## config.mk

```make
export PLATFORM = sky130hd
export DESIGN_NAME = compass_heading_atan2_unit
export DESIGN_NICKNAME = d
export VERILOG_FILES = /design/src/rtl/chau_pkg.sv /design/src/rtl/chau_prerot.sv /design/src/rtl/chau_cell.sv /design/src/rtl/chau_post.sv /design/src/rtl/compass_heading_atan2_unit.sv
export SDC_FILE = /design/constraint.sdc
export NUM_CORES = 2
export LEC_CHECK = 0
export ABC_AREA = 1
export BUFFER_PORTS_ARGS = -buffer_cell sky130_fd_sc_hd__buf_2
export CORE_AREA = 2 2 439 441
export CTS_BUF_LIST = sky130_fd_sc_hd__clkbuf_4
export DETAILED_ROUTE_END_ITERATION = 8
export DIE_AREA = 0 0 441 443
export PLACE_DENSITY = 0.69
export SYNTH_ARGS = -nofsm -noshare
export SYNTH_HDL_FRONTEND = slang
export SYNTH_SLANG_ARGS = --single-unit
```

## constraint.sdc

```tcl
create_clock -name clk -period 15.1 [get_ports clk]
set_clock_uncertainty 0.2 [all_clocks]
set_input_delay 0 -clock clk [delete_from_list [all_inputs] [get_ports clk]]
set_output_delay 0 -clock clk [all_outputs]
set_load 0.005 [all_outputs]
```

## src/rtl/chau_pkg.sv

```systemverilog
// ----------------------------------------------------------------------------
// chau_pkg
// Types and constants of the compass heading CORDIC unit.
// ----------------------------------------------------------------------------
package chau_pkg;

  localparam int ITERATIONS_DEF = 16;
  localparam int TABLE_LEN      = 24;

  // Vector lanes carry the offset-corrected sample with 8 fraction bits.
  localparam int IN_W   = 16;
  localparam int DIFF_W = IN_W + 1;
  localparam int FRAC_W = 8;
  localparam int XW     = 28;
  // Angle accumulator in units of 2^-16 degree.
  localparam int ZW      = 26;
  localparam int ANGLE_W = 22;
  localparam int HW      = 15;
  localparam int ROUND_SHIFT = 10;

  localparam logic signed [ZW-1:0] DEG180 = ZW'(180 * 65536);
  localparam logic signed [ZW-1:0] DEG360 = ZW'(360 * 65536);
  localparam logic signed [ZW-1:0] HALF_LSB = ZW'(512);
  localparam logic [HW-1:0] HEADING_FULL = HW'(23040);

  // Register indexes of the write port.
  localparam logic REG_X_OFFSET = 1'b0;
  localparam logic REG_Y_OFFSET = 1'b1;

  // round(atan(2^-i) * 180/pi * 65536)
  localparam logic [ANGLE_W-1:0] ATAN_TABLE [0:TABLE_LEN-1] = '{
    22'd2949120, 22'd1740967, 22'd919879, 22'd466945, 22'd234379, 22'd117304,
    22'd58666,   22'd29335,   22'd14668,  22'd7334,   22'd3667,   22'd1833,
    22'd917,     22'd458,     22'd229,    22'd115,    22'd57,     22'd29,
    22'd14,      22'd7,       22'd4,      22'd2,      22'd1,      22'd0
  };

  typedef struct packed {
    logic signed [XW-1:0] x;
    logic signed [XW-1:0] y;
    logic signed [ZW-1:0] z;
    logic                 zero;
  } vec_t;

endpackage

```

## src/rtl/chau_prerot.sv

```systemverilog
// ----------------------------------------------------------------------------
// chau_prerot
// Offset removal and half-plane pre-rotation, first register of the chain.
// ----------------------------------------------------------------------------
module chau_prerot (
  input  logic                                clk,
  input  logic                                rst,
  input  logic signed [chau_pkg::IN_W-1:0]    x_offset,
  input  logic signed [chau_pkg::IN_W-1:0]    y_offset,
  input  logic signed [chau_pkg::IN_W-1:0]    raw_x,
  input  logic signed [chau_pkg::IN_W-1:0]    raw_y,
  input  logic                                in_valid,
  output logic                                in_ready,
  output logic                                out_valid,
  input  logic                                out_ready,
  output chau_pkg::vec_t                      out_data
);

  logic signed [chau_pkg::DIFF_W-1:0] dx;
  logic signed [chau_pkg::DIFF_W-1:0] dy;
  logic signed [chau_pkg::XW-1:0]     xs;
  logic signed [chau_pkg::XW-1:0]     ys;
  chau_pkg::vec_t                     data_next;

  assign dx = {raw_x[chau_pkg::IN_W-1], raw_x} - {x_offset[chau_pkg::IN_W-1], x_offset};
  assign dy = {raw_y[chau_pkg::IN_W-1], raw_y} - {y_offset[chau_pkg::IN_W-1], y_offset};

  assign xs = {{(chau_pkg::XW-chau_pkg::DIFF_W-chau_pkg::FRAC_W){dx[chau_pkg::DIFF_W-1]}},
               dx, {chau_pkg::FRAC_W{1'b0}}};
  assign ys = {{(chau_pkg::XW-chau_pkg::DIFF_W-chau_pkg::FRAC_W){dy[chau_pkg::DIFF_W-1]}},
               dy, {chau_pkg::FRAC_W{1'b0}}};

  // A vector in the left half-plane is turned by 180 degrees first.
  always_comb begin
    data_next.zero = (dx == '0) && (dy == '0);
    if (dx[chau_pkg::DIFF_W-1]) begin
      data_next.x = -xs;
      data_next.y = -ys;
      data_next.z = chau_pkg::DEG180;
    end else begin
      data_next.x = xs;
      data_next.y = ys;
      data_next.z = '0;
    end
  end

  assign in_ready = !out_valid || out_ready;

  always_ff @(posedge clk) begin
    if (rst) begin
      out_valid <= 1'b0;
    end else if (in_ready) begin
      out_valid <= in_valid;
    end
  end

  always_ff @(posedge clk) begin
    if (in_ready && in_valid) begin
      out_data <= data_next;
    end
  end

endmodule

```

## src/rtl/chau_cell.sv

```systemverilog
// ----------------------------------------------------------------------------
// chau_cell
// One CORDIC vectoring micro-rotation with its own pipeline register.
// ----------------------------------------------------------------------------
module chau_cell #(
  parameter int STAGE = 0
) (
  input  logic           clk,
  input  logic           rst,
  input  logic           in_valid,
  output logic           in_ready,
  input  chau_pkg::vec_t in_data,
  output logic           out_valid,
  input  logic           out_ready,
  output chau_pkg::vec_t out_data
);

  localparam logic signed [chau_pkg::ZW-1:0] ANGLE =
    $signed({{(chau_pkg::ZW-chau_pkg::ANGLE_W){1'b0}}, chau_pkg::ATAN_TABLE[STAGE]});

  logic signed [chau_pkg::XW-1:0] x;
  logic signed [chau_pkg::XW-1:0] y;
  logic signed [chau_pkg::XW-1:0] x_sh;
  logic signed [chau_pkg::XW-1:0] y_sh;
  chau_pkg::vec_t                 data_next;

  assign x    = in_data.x;
  assign y    = in_data.y;
  assign x_sh = x >>> STAGE;
  assign y_sh = y >>> STAGE;

  // Rotate toward the x axis; an exact zero y counts as positive.
  always_comb begin
    data_next.zero = in_data.zero;
    if (!y[chau_pkg::XW-1]) begin
      data_next.x = x + y_sh;
      data_next.y = y - x_sh;
      data_next.z = in_data.z + ANGLE;
    end else begin
      data_next.x = x - y_sh;
      data_next.y = y + x_sh;
      data_next.z = in_data.z - ANGLE;
    end
  end

  assign in_ready = !out_valid || out_ready;

  always_ff @(posedge clk) begin
    if (rst) begin
      out_valid <= 1'b0;
    end else if (in_ready) begin
      out_valid <= in_valid;
    end
  end

  always_ff @(posedge clk) begin
    if (in_ready && in_valid) begin
      out_data <= data_next;
    end
  end

endmodule

```

## src/rtl/chau_post.sv

```systemverilog
// ----------------------------------------------------------------------------
// chau_post
// Angle wrap to [0, 360), rounding to 1/64 degree and the output register.
// ----------------------------------------------------------------------------
module chau_post (
  input  logic                        clk,
  input  logic                        rst,
  input  logic                        in_valid,
  output logic                        in_ready,
  input  chau_pkg::vec_t              in_data,
  output logic                        out_valid,
  input  logic                        out_stall,
  output logic [chau_pkg::HW-1:0]     heading,
  output logic                        zero_vector
);

  logic signed [chau_pkg::ZW-1:0] z_wrap;
  logic signed [chau_pkg::ZW-1:0] z_round;
  logic [chau_pkg::HW-1:0]        h_raw;
  logic [chau_pkg::HW-1:0]        heading_next;

  always_comb begin
    z_wrap  = in_data.z[chau_pkg::ZW-1] ? in_data.z + chau_pkg::DEG360 : in_data.z;
    z_round = z_wrap + chau_pkg::HALF_LSB;
    h_raw   = z_round[chau_pkg::ROUND_SHIFT +: chau_pkg::HW];
    if (in_data.zero || (h_raw == chau_pkg::HEADING_FULL)) begin
      heading_next = '0;
    end else begin
      heading_next = h_raw;
    end
  end

  assign in_ready = !out_valid || !out_stall;

  always_ff @(posedge clk) begin
    if (rst) begin
      out_valid <= 1'b0;
    end else if (in_ready) begin
      out_valid <= in_valid;
    end
  end

  always_ff @(posedge clk) begin
    if (in_ready && in_valid) begin
      heading     <= heading_next;
      zero_vector <= in_data.zero;
    end
  end

endmodule

```

## src/rtl/compass_heading_atan2_unit.sv

```systemverilog
// Path: an accepted item passes the pre-rotation register, the cell registers and the output register in order.
// Throughput: one item per cycle while out_stall is low; every cell holds one item and passes it on
// whenever the cell after it is empty or moving, so empty slots close up under stall.
// Reset: synchronous, clears all valid bits and both offset registers to 0.
// ----------------------------------------------------------------------------
// compass_heading_atan2_unit
// Clockwise compass heading from a magnetometer sample by a pipelined CORDIC.
// ----------------------------------------------------------------------------
module compass_heading_atan2_unit #(
  parameter int ITERATIONS = chau_pkg::ITERATIONS_DEF
) (
  input  logic                             clk,
  input  logic                             rst,
  input  logic                             wr_en,
  input  logic                             wr_index,
  input  logic [chau_pkg::IN_W-1:0]        wr_data,
  input  logic                             in_valid,
  output logic                             in_stall,
  input  logic signed [chau_pkg::IN_W-1:0] raw_x,
  input  logic signed [chau_pkg::IN_W-1:0] raw_y,
  output logic                             out_valid,
  input  logic                             out_stall,
  output logic [chau_pkg::HW-1:0]          heading,
  output logic                             zero_vector
);

  logic signed [chau_pkg::IN_W-1:0] x_offset;
  logic signed [chau_pkg::IN_W-1:0] y_offset;

  logic           pre_ready;
  logic           vld   [0:ITERATIONS];
  logic           rdy   [0:ITERATIONS];
  chau_pkg::vec_t vec   [0:ITERATIONS];

  always_ff @(posedge clk) begin
    if (rst) begin
      x_offset <= '0;
      y_offset <= '0;
    end else if (wr_en) begin
      unique case (wr_index)
        chau_pkg::REG_X_OFFSET: x_offset <= $signed(wr_data);
        chau_pkg::REG_Y_OFFSET: y_offset <= $signed(wr_data);
        default: ;
      endcase
    end
  end

  assign in_stall = !pre_ready;

  chau_prerot u_prerot (
    .clk       (clk),
    .rst       (rst),
    .x_offset  (x_offset),
    .y_offset  (y_offset),
    .raw_x     (raw_x),
    .raw_y     (raw_y),
    .in_valid  (in_valid),
    .in_ready  (pre_ready),
    .out_valid (vld[0]),
    .out_ready (rdy[0]),
    .out_data  (vec[0])
  );

  for (genvar k = 0; k < ITERATIONS; k++) begin : g_cell
    chau_cell #(
      .STAGE (k)
    ) u_cell (
      .clk       (clk),
      .rst       (rst),
      .in_valid  (vld[k]),
      .in_ready  (rdy[k]),
      .in_data   (vec[k]),
      .out_valid (vld[k+1]),
      .out_ready (rdy[k+1]),
      .out_data  (vec[k+1])
    );
  end

  chau_post u_post (
    .clk         (clk),
    .rst         (rst),
    .in_valid    (vld[ITERATIONS]),
    .in_ready    (rdy[ITERATIONS]),
    .in_data     (vec[ITERATIONS]),
    .out_valid   (out_valid),
    .out_stall   (out_stall),
    .heading     (heading),
    .zero_vector (zero_vector)
  );

endmodule

```

==> results.md <==
* Status: complete, no violations
* Worst vdd ir at ~96 uV
* Syn-to-layout area delta at 9.835%
* IO Count at between 70 and 80
* DIE AREA at 0.1954 mm^2
* Max Transition Viols Final at 0
* Async S/R FF share, synth at 0%
* Commonest non-fill, non-tap cell in the layout: nand2_1
* Reg-to-reg critical path startpoint: y_offset[0]
* Starting Density at a little over half
* Dpl hpwl at approximately 260 mm
* Crit path cell chain: ha_1, fa_1, inv_1, nand2_1, dlygate4sd3_1, nand2_1, dlygate4sd3_1, nand3_1, inv_1, nand3_1, dlygate4sd3_1, nor2_1, nand2_1, nor2_2, nand3_1, dlygate4sd3_1, o21ai_1, dlygate4sd3_1, nand2_1, dlygate4sd3_1
* Placement Setup Slack at ~11 ns
* Fmax achieved at around 150 MHz
* RD Place Congestion at approximately 1.0
* Most frequent cells in the layout: 2269 x nand2_1, 1480 x inv_1, 1348 x a21oi_1
* RSZ-0062 raised after global routing: no
* Slew headroom at around a tenth
* Fin nets at between 10000 and 15000
* Clock buffer depth at 4
* Gr usage total at between 30% and 40%
* Worst Setup End Kind: flop
* Top_reg_cell synth: edfxtp_1
* Yosys reg bits at 1207
* Critical path's most frequent cell: dlygate4sd3_1
* Sink Count at approximately 1200
* Hold Vio Cnt, Final at 0
* Leakage power at 50.85 nW
* Std-Cell Core Area at 0.1912 mm^2
* Tcrit/Tclk final at around 43%
* CP required at 16.03 ns
* Mean Syn Cell Area at slightly above 8 um^2
* Clock Tree Root: clkbuf_4
* Post-Syn Area at 0.1042 mm^2
* Routed via count at 93080
* Drt initial violations at 8485
* Ys Warns at 0
* Max Cap Viol at 0
* Period minus WS final at 6.557 ns
* Initial antenna violation count at 18
* WL final at between 300 and 400 mm
* Largest net degree at the start of global routing at 83
* Hold Startpoint: g_cell[5].u_cell.out_data[0]
* Global route overflow at 0
* WHS Path Cells at 0
* CP Class: flop to flop
* Pwr/cell area at between 80 and 90 mW/mm^2
* Post-route ant nets at 0
* TritonCTS clock tree: built
* # fillers at approximately 17000
* Maximum level of the CTS H-tree at 5
* Layout cells sized above 1 at ~5.9%
* R2R setup slack at roughly 8.5 ns
* Row cnt at around 160
* Drt drc at 0
* Fin util at 59.88%
* Setup_tns at 0 ns
* Critical path arrival at 7.49 ns
* Post-synthesis cell type count at 71
* Worst setup margin at approximately 8.5 ns
* Die Wd at approximately 440 um
* Vias in the first global route at 90280
* R2r endpoint: u_prerot.out_data[54]
* Skew-Pair Late Insertion Delay at 1.40 ns
* CP startpoint kind: flop
* Cells after Synth at roughly 13000
* Port bufs at ~70
* First drt pass iteration count at 8
* Hold Crit Endpoint: g_cell[6].u_cell.out_data[0]
* Delay of the slowest critical-path stage at 0.65 ns
* Path depth of the worst reg2reg path at 20
* Die H at around 440 um
* Wire per inst at ~21 um
* Number of CTS-inserted buffers at around 360
* Worst hold slack at about 0.20 ns
* Routed vias/inst at around 5.8
* EDFF count, synth at approximately 1200
* Clock-pin slew on the worst setup and hold paths at about 0.07 ns
* CP max-delay cell: dlygate4sd3_1
* Min-delay worst type: flop to flop
* Sequential share of the synthesized area at between 30 and 40%
* # setup viols final at 0
* First-pass GRT wire length at 506.3 mm
* Largest fanout on the critical path at 3
* Slew @ Worst Pin at ~1.3 ns
-- kinds of logic after synthesis --
group / share of synthesized area [%]
buffers and inverters: 5.869
and+or+nand+nor: 18.55
adders and majority gates: 14.46
DFF: 34.30
AOI/OAI and AO/OA: 14.43
muxes: 0.009604
other: 0.003598
xor gates and xnor gates: 12.39
-- flip-flops by register name, summed over array words and instances, names as in the netlist --
| register | count |
|---|---|
| u_prerot.out_data | 42 |
| u_prerot.out_valid | 1 |
| g_cell.u_cell.out_data | 1099 |
| u_post.heading | 15 |
| x_offset | 16 |
| g_cell.u_cell.out_valid | 16 |
| u_post.out_valid | 1 |
| u_post.zero_vector | 1 |
| y_offset | 16 |
-- what timing repair did --
item / in CTS / in global routing
setup buffers: 0 / 0
hold endpoints to repair: 411 / 0
hold buffers: 243 / 0
gates resized for setup: 0 / 0
-- critical path: cells and delay by family (launching register included) --
kind | cells | cell delay (ns)
adders and majority gates | 2 | 0.67
AOI/OAI and AO/OA | 1 | 0.14
buffers and inverters | 8 | 3.78
DFF | 1 | 0.32
and+or+nand+nor | 9 | 1.18
-- cell type report --
cell class	instances	area, um^2	share of cell area, %
tap	2526	3161	2.761
clock inverter	141	769.5	0.6722
clock buffer	476	3573	3.122
inverter	1496	5622	4.911
multi-input combinational	9886	62430	54.54
antenna	22	55.05	0.04809
timing repair buffer	356	3120	2.726
sequential	1207	35740	31.22
-- synthesized netlist by cell type (6+ instances only) --
cell type,count,area (um^2)
nand2_1,2269,8517
inv_1,1487,5582
a21oi_1,1349,6751
edfxtp_1,1157,34740
ha_1,1147,14350
nor2_1,1129,4238
xor2_1,986,8636
o21ai_0,626,3133
nand3_1,552,2763
xnor2_1,477,4178
nor3_1,234,1171
nand4_1,149,932.1
clkbuf_1,95,356.6
nor4_1,94,588.1
a21o_1,81,608.1
o21bai_1,79,593.1
o21a_1,70,525.5
o21ai_1,66,330.3
a31oi_1,65,406.6
a21boi_0,61,457.9
a211oi_1,52,390.4
dfxtp_1,50,1001
o2111ai_1,38,332.8
or2_2,37,231.5
fa_1,36,720.7
o31ai_1,36,270.3
nand3b_1,32,240.2
o221ai_1,32,280.3
a21boi_1,23,172.7
nor3_2,22,220.2
o211ai_1,18,135.1
o221a_2,18,202.7
a221oi_1,15,131.4
buf_2,15,75.07
nor2_2,15,93.84
nor3b_1,11,82.58
o21ai_2,10,87.58
buf_1,9,33.78
o22ai_1,6,37.54
-- power by group --
part	internal, W	total [W]	switching (W)
Combinational	0.000887	0.00249	0.00160
Clock	0.00159	0.00312	0.00153
Sequential	0.00387	0.00400	0.000133
Total	0.00635	0.00961	0.00327
-- how the worst max path moves through the flow --
stage	from	end	slack, ns	cells after the start
final	y_offset[0]	u_prerot.out_data[54]	8.54	20
after global placement	g_cell[4].u_cell.out_data[33]	g_cell[5].u_cell.out_data[80]	10.58	21
after CTS	y_offset[0]	u_prerot.out_data[54]	8.97	20
after global routing	y_offset[0]	u_prerot.out_data[54]	8.50	20
after detailed placement	g_cell[11].u_cell.out_data[54]	g_cell[12].u_cell.out_data[46]	10.59	13
after floorplan	u_post.out_valid	g_cell[5].u_cell.out_data[0]	10.08	9
-- layer usage --
layer  part of all wire, %  wire length (um)  vias up  track usage [%]
met1                    41            135300    43410            41.17
met4                   6.7             21970        6            19.52
met3                   6.7             22120      935            5.644
met5                 0.013                44        -          0.02481
met2                    46            150900     3524            53.61
li1                      -                 -    45210                -
-- through the flow --
step | total power (W) | instances | instance area [um^2]
6_report | 0.009615 | 16110 | 114500
5_1_grt | 0.01010 | 16100 | 114500
4_1_cts | 0.009605 | 16090 | 114400
3_5_place_dp | 0.006345 | 15230 | 107600
3_3_place_gp | 0.006333 | 15230 | 107600
2_1_floorplan | 0.005668 | 12710 | 104200
No activity file was read; power rests on OpenSTA's default activity.
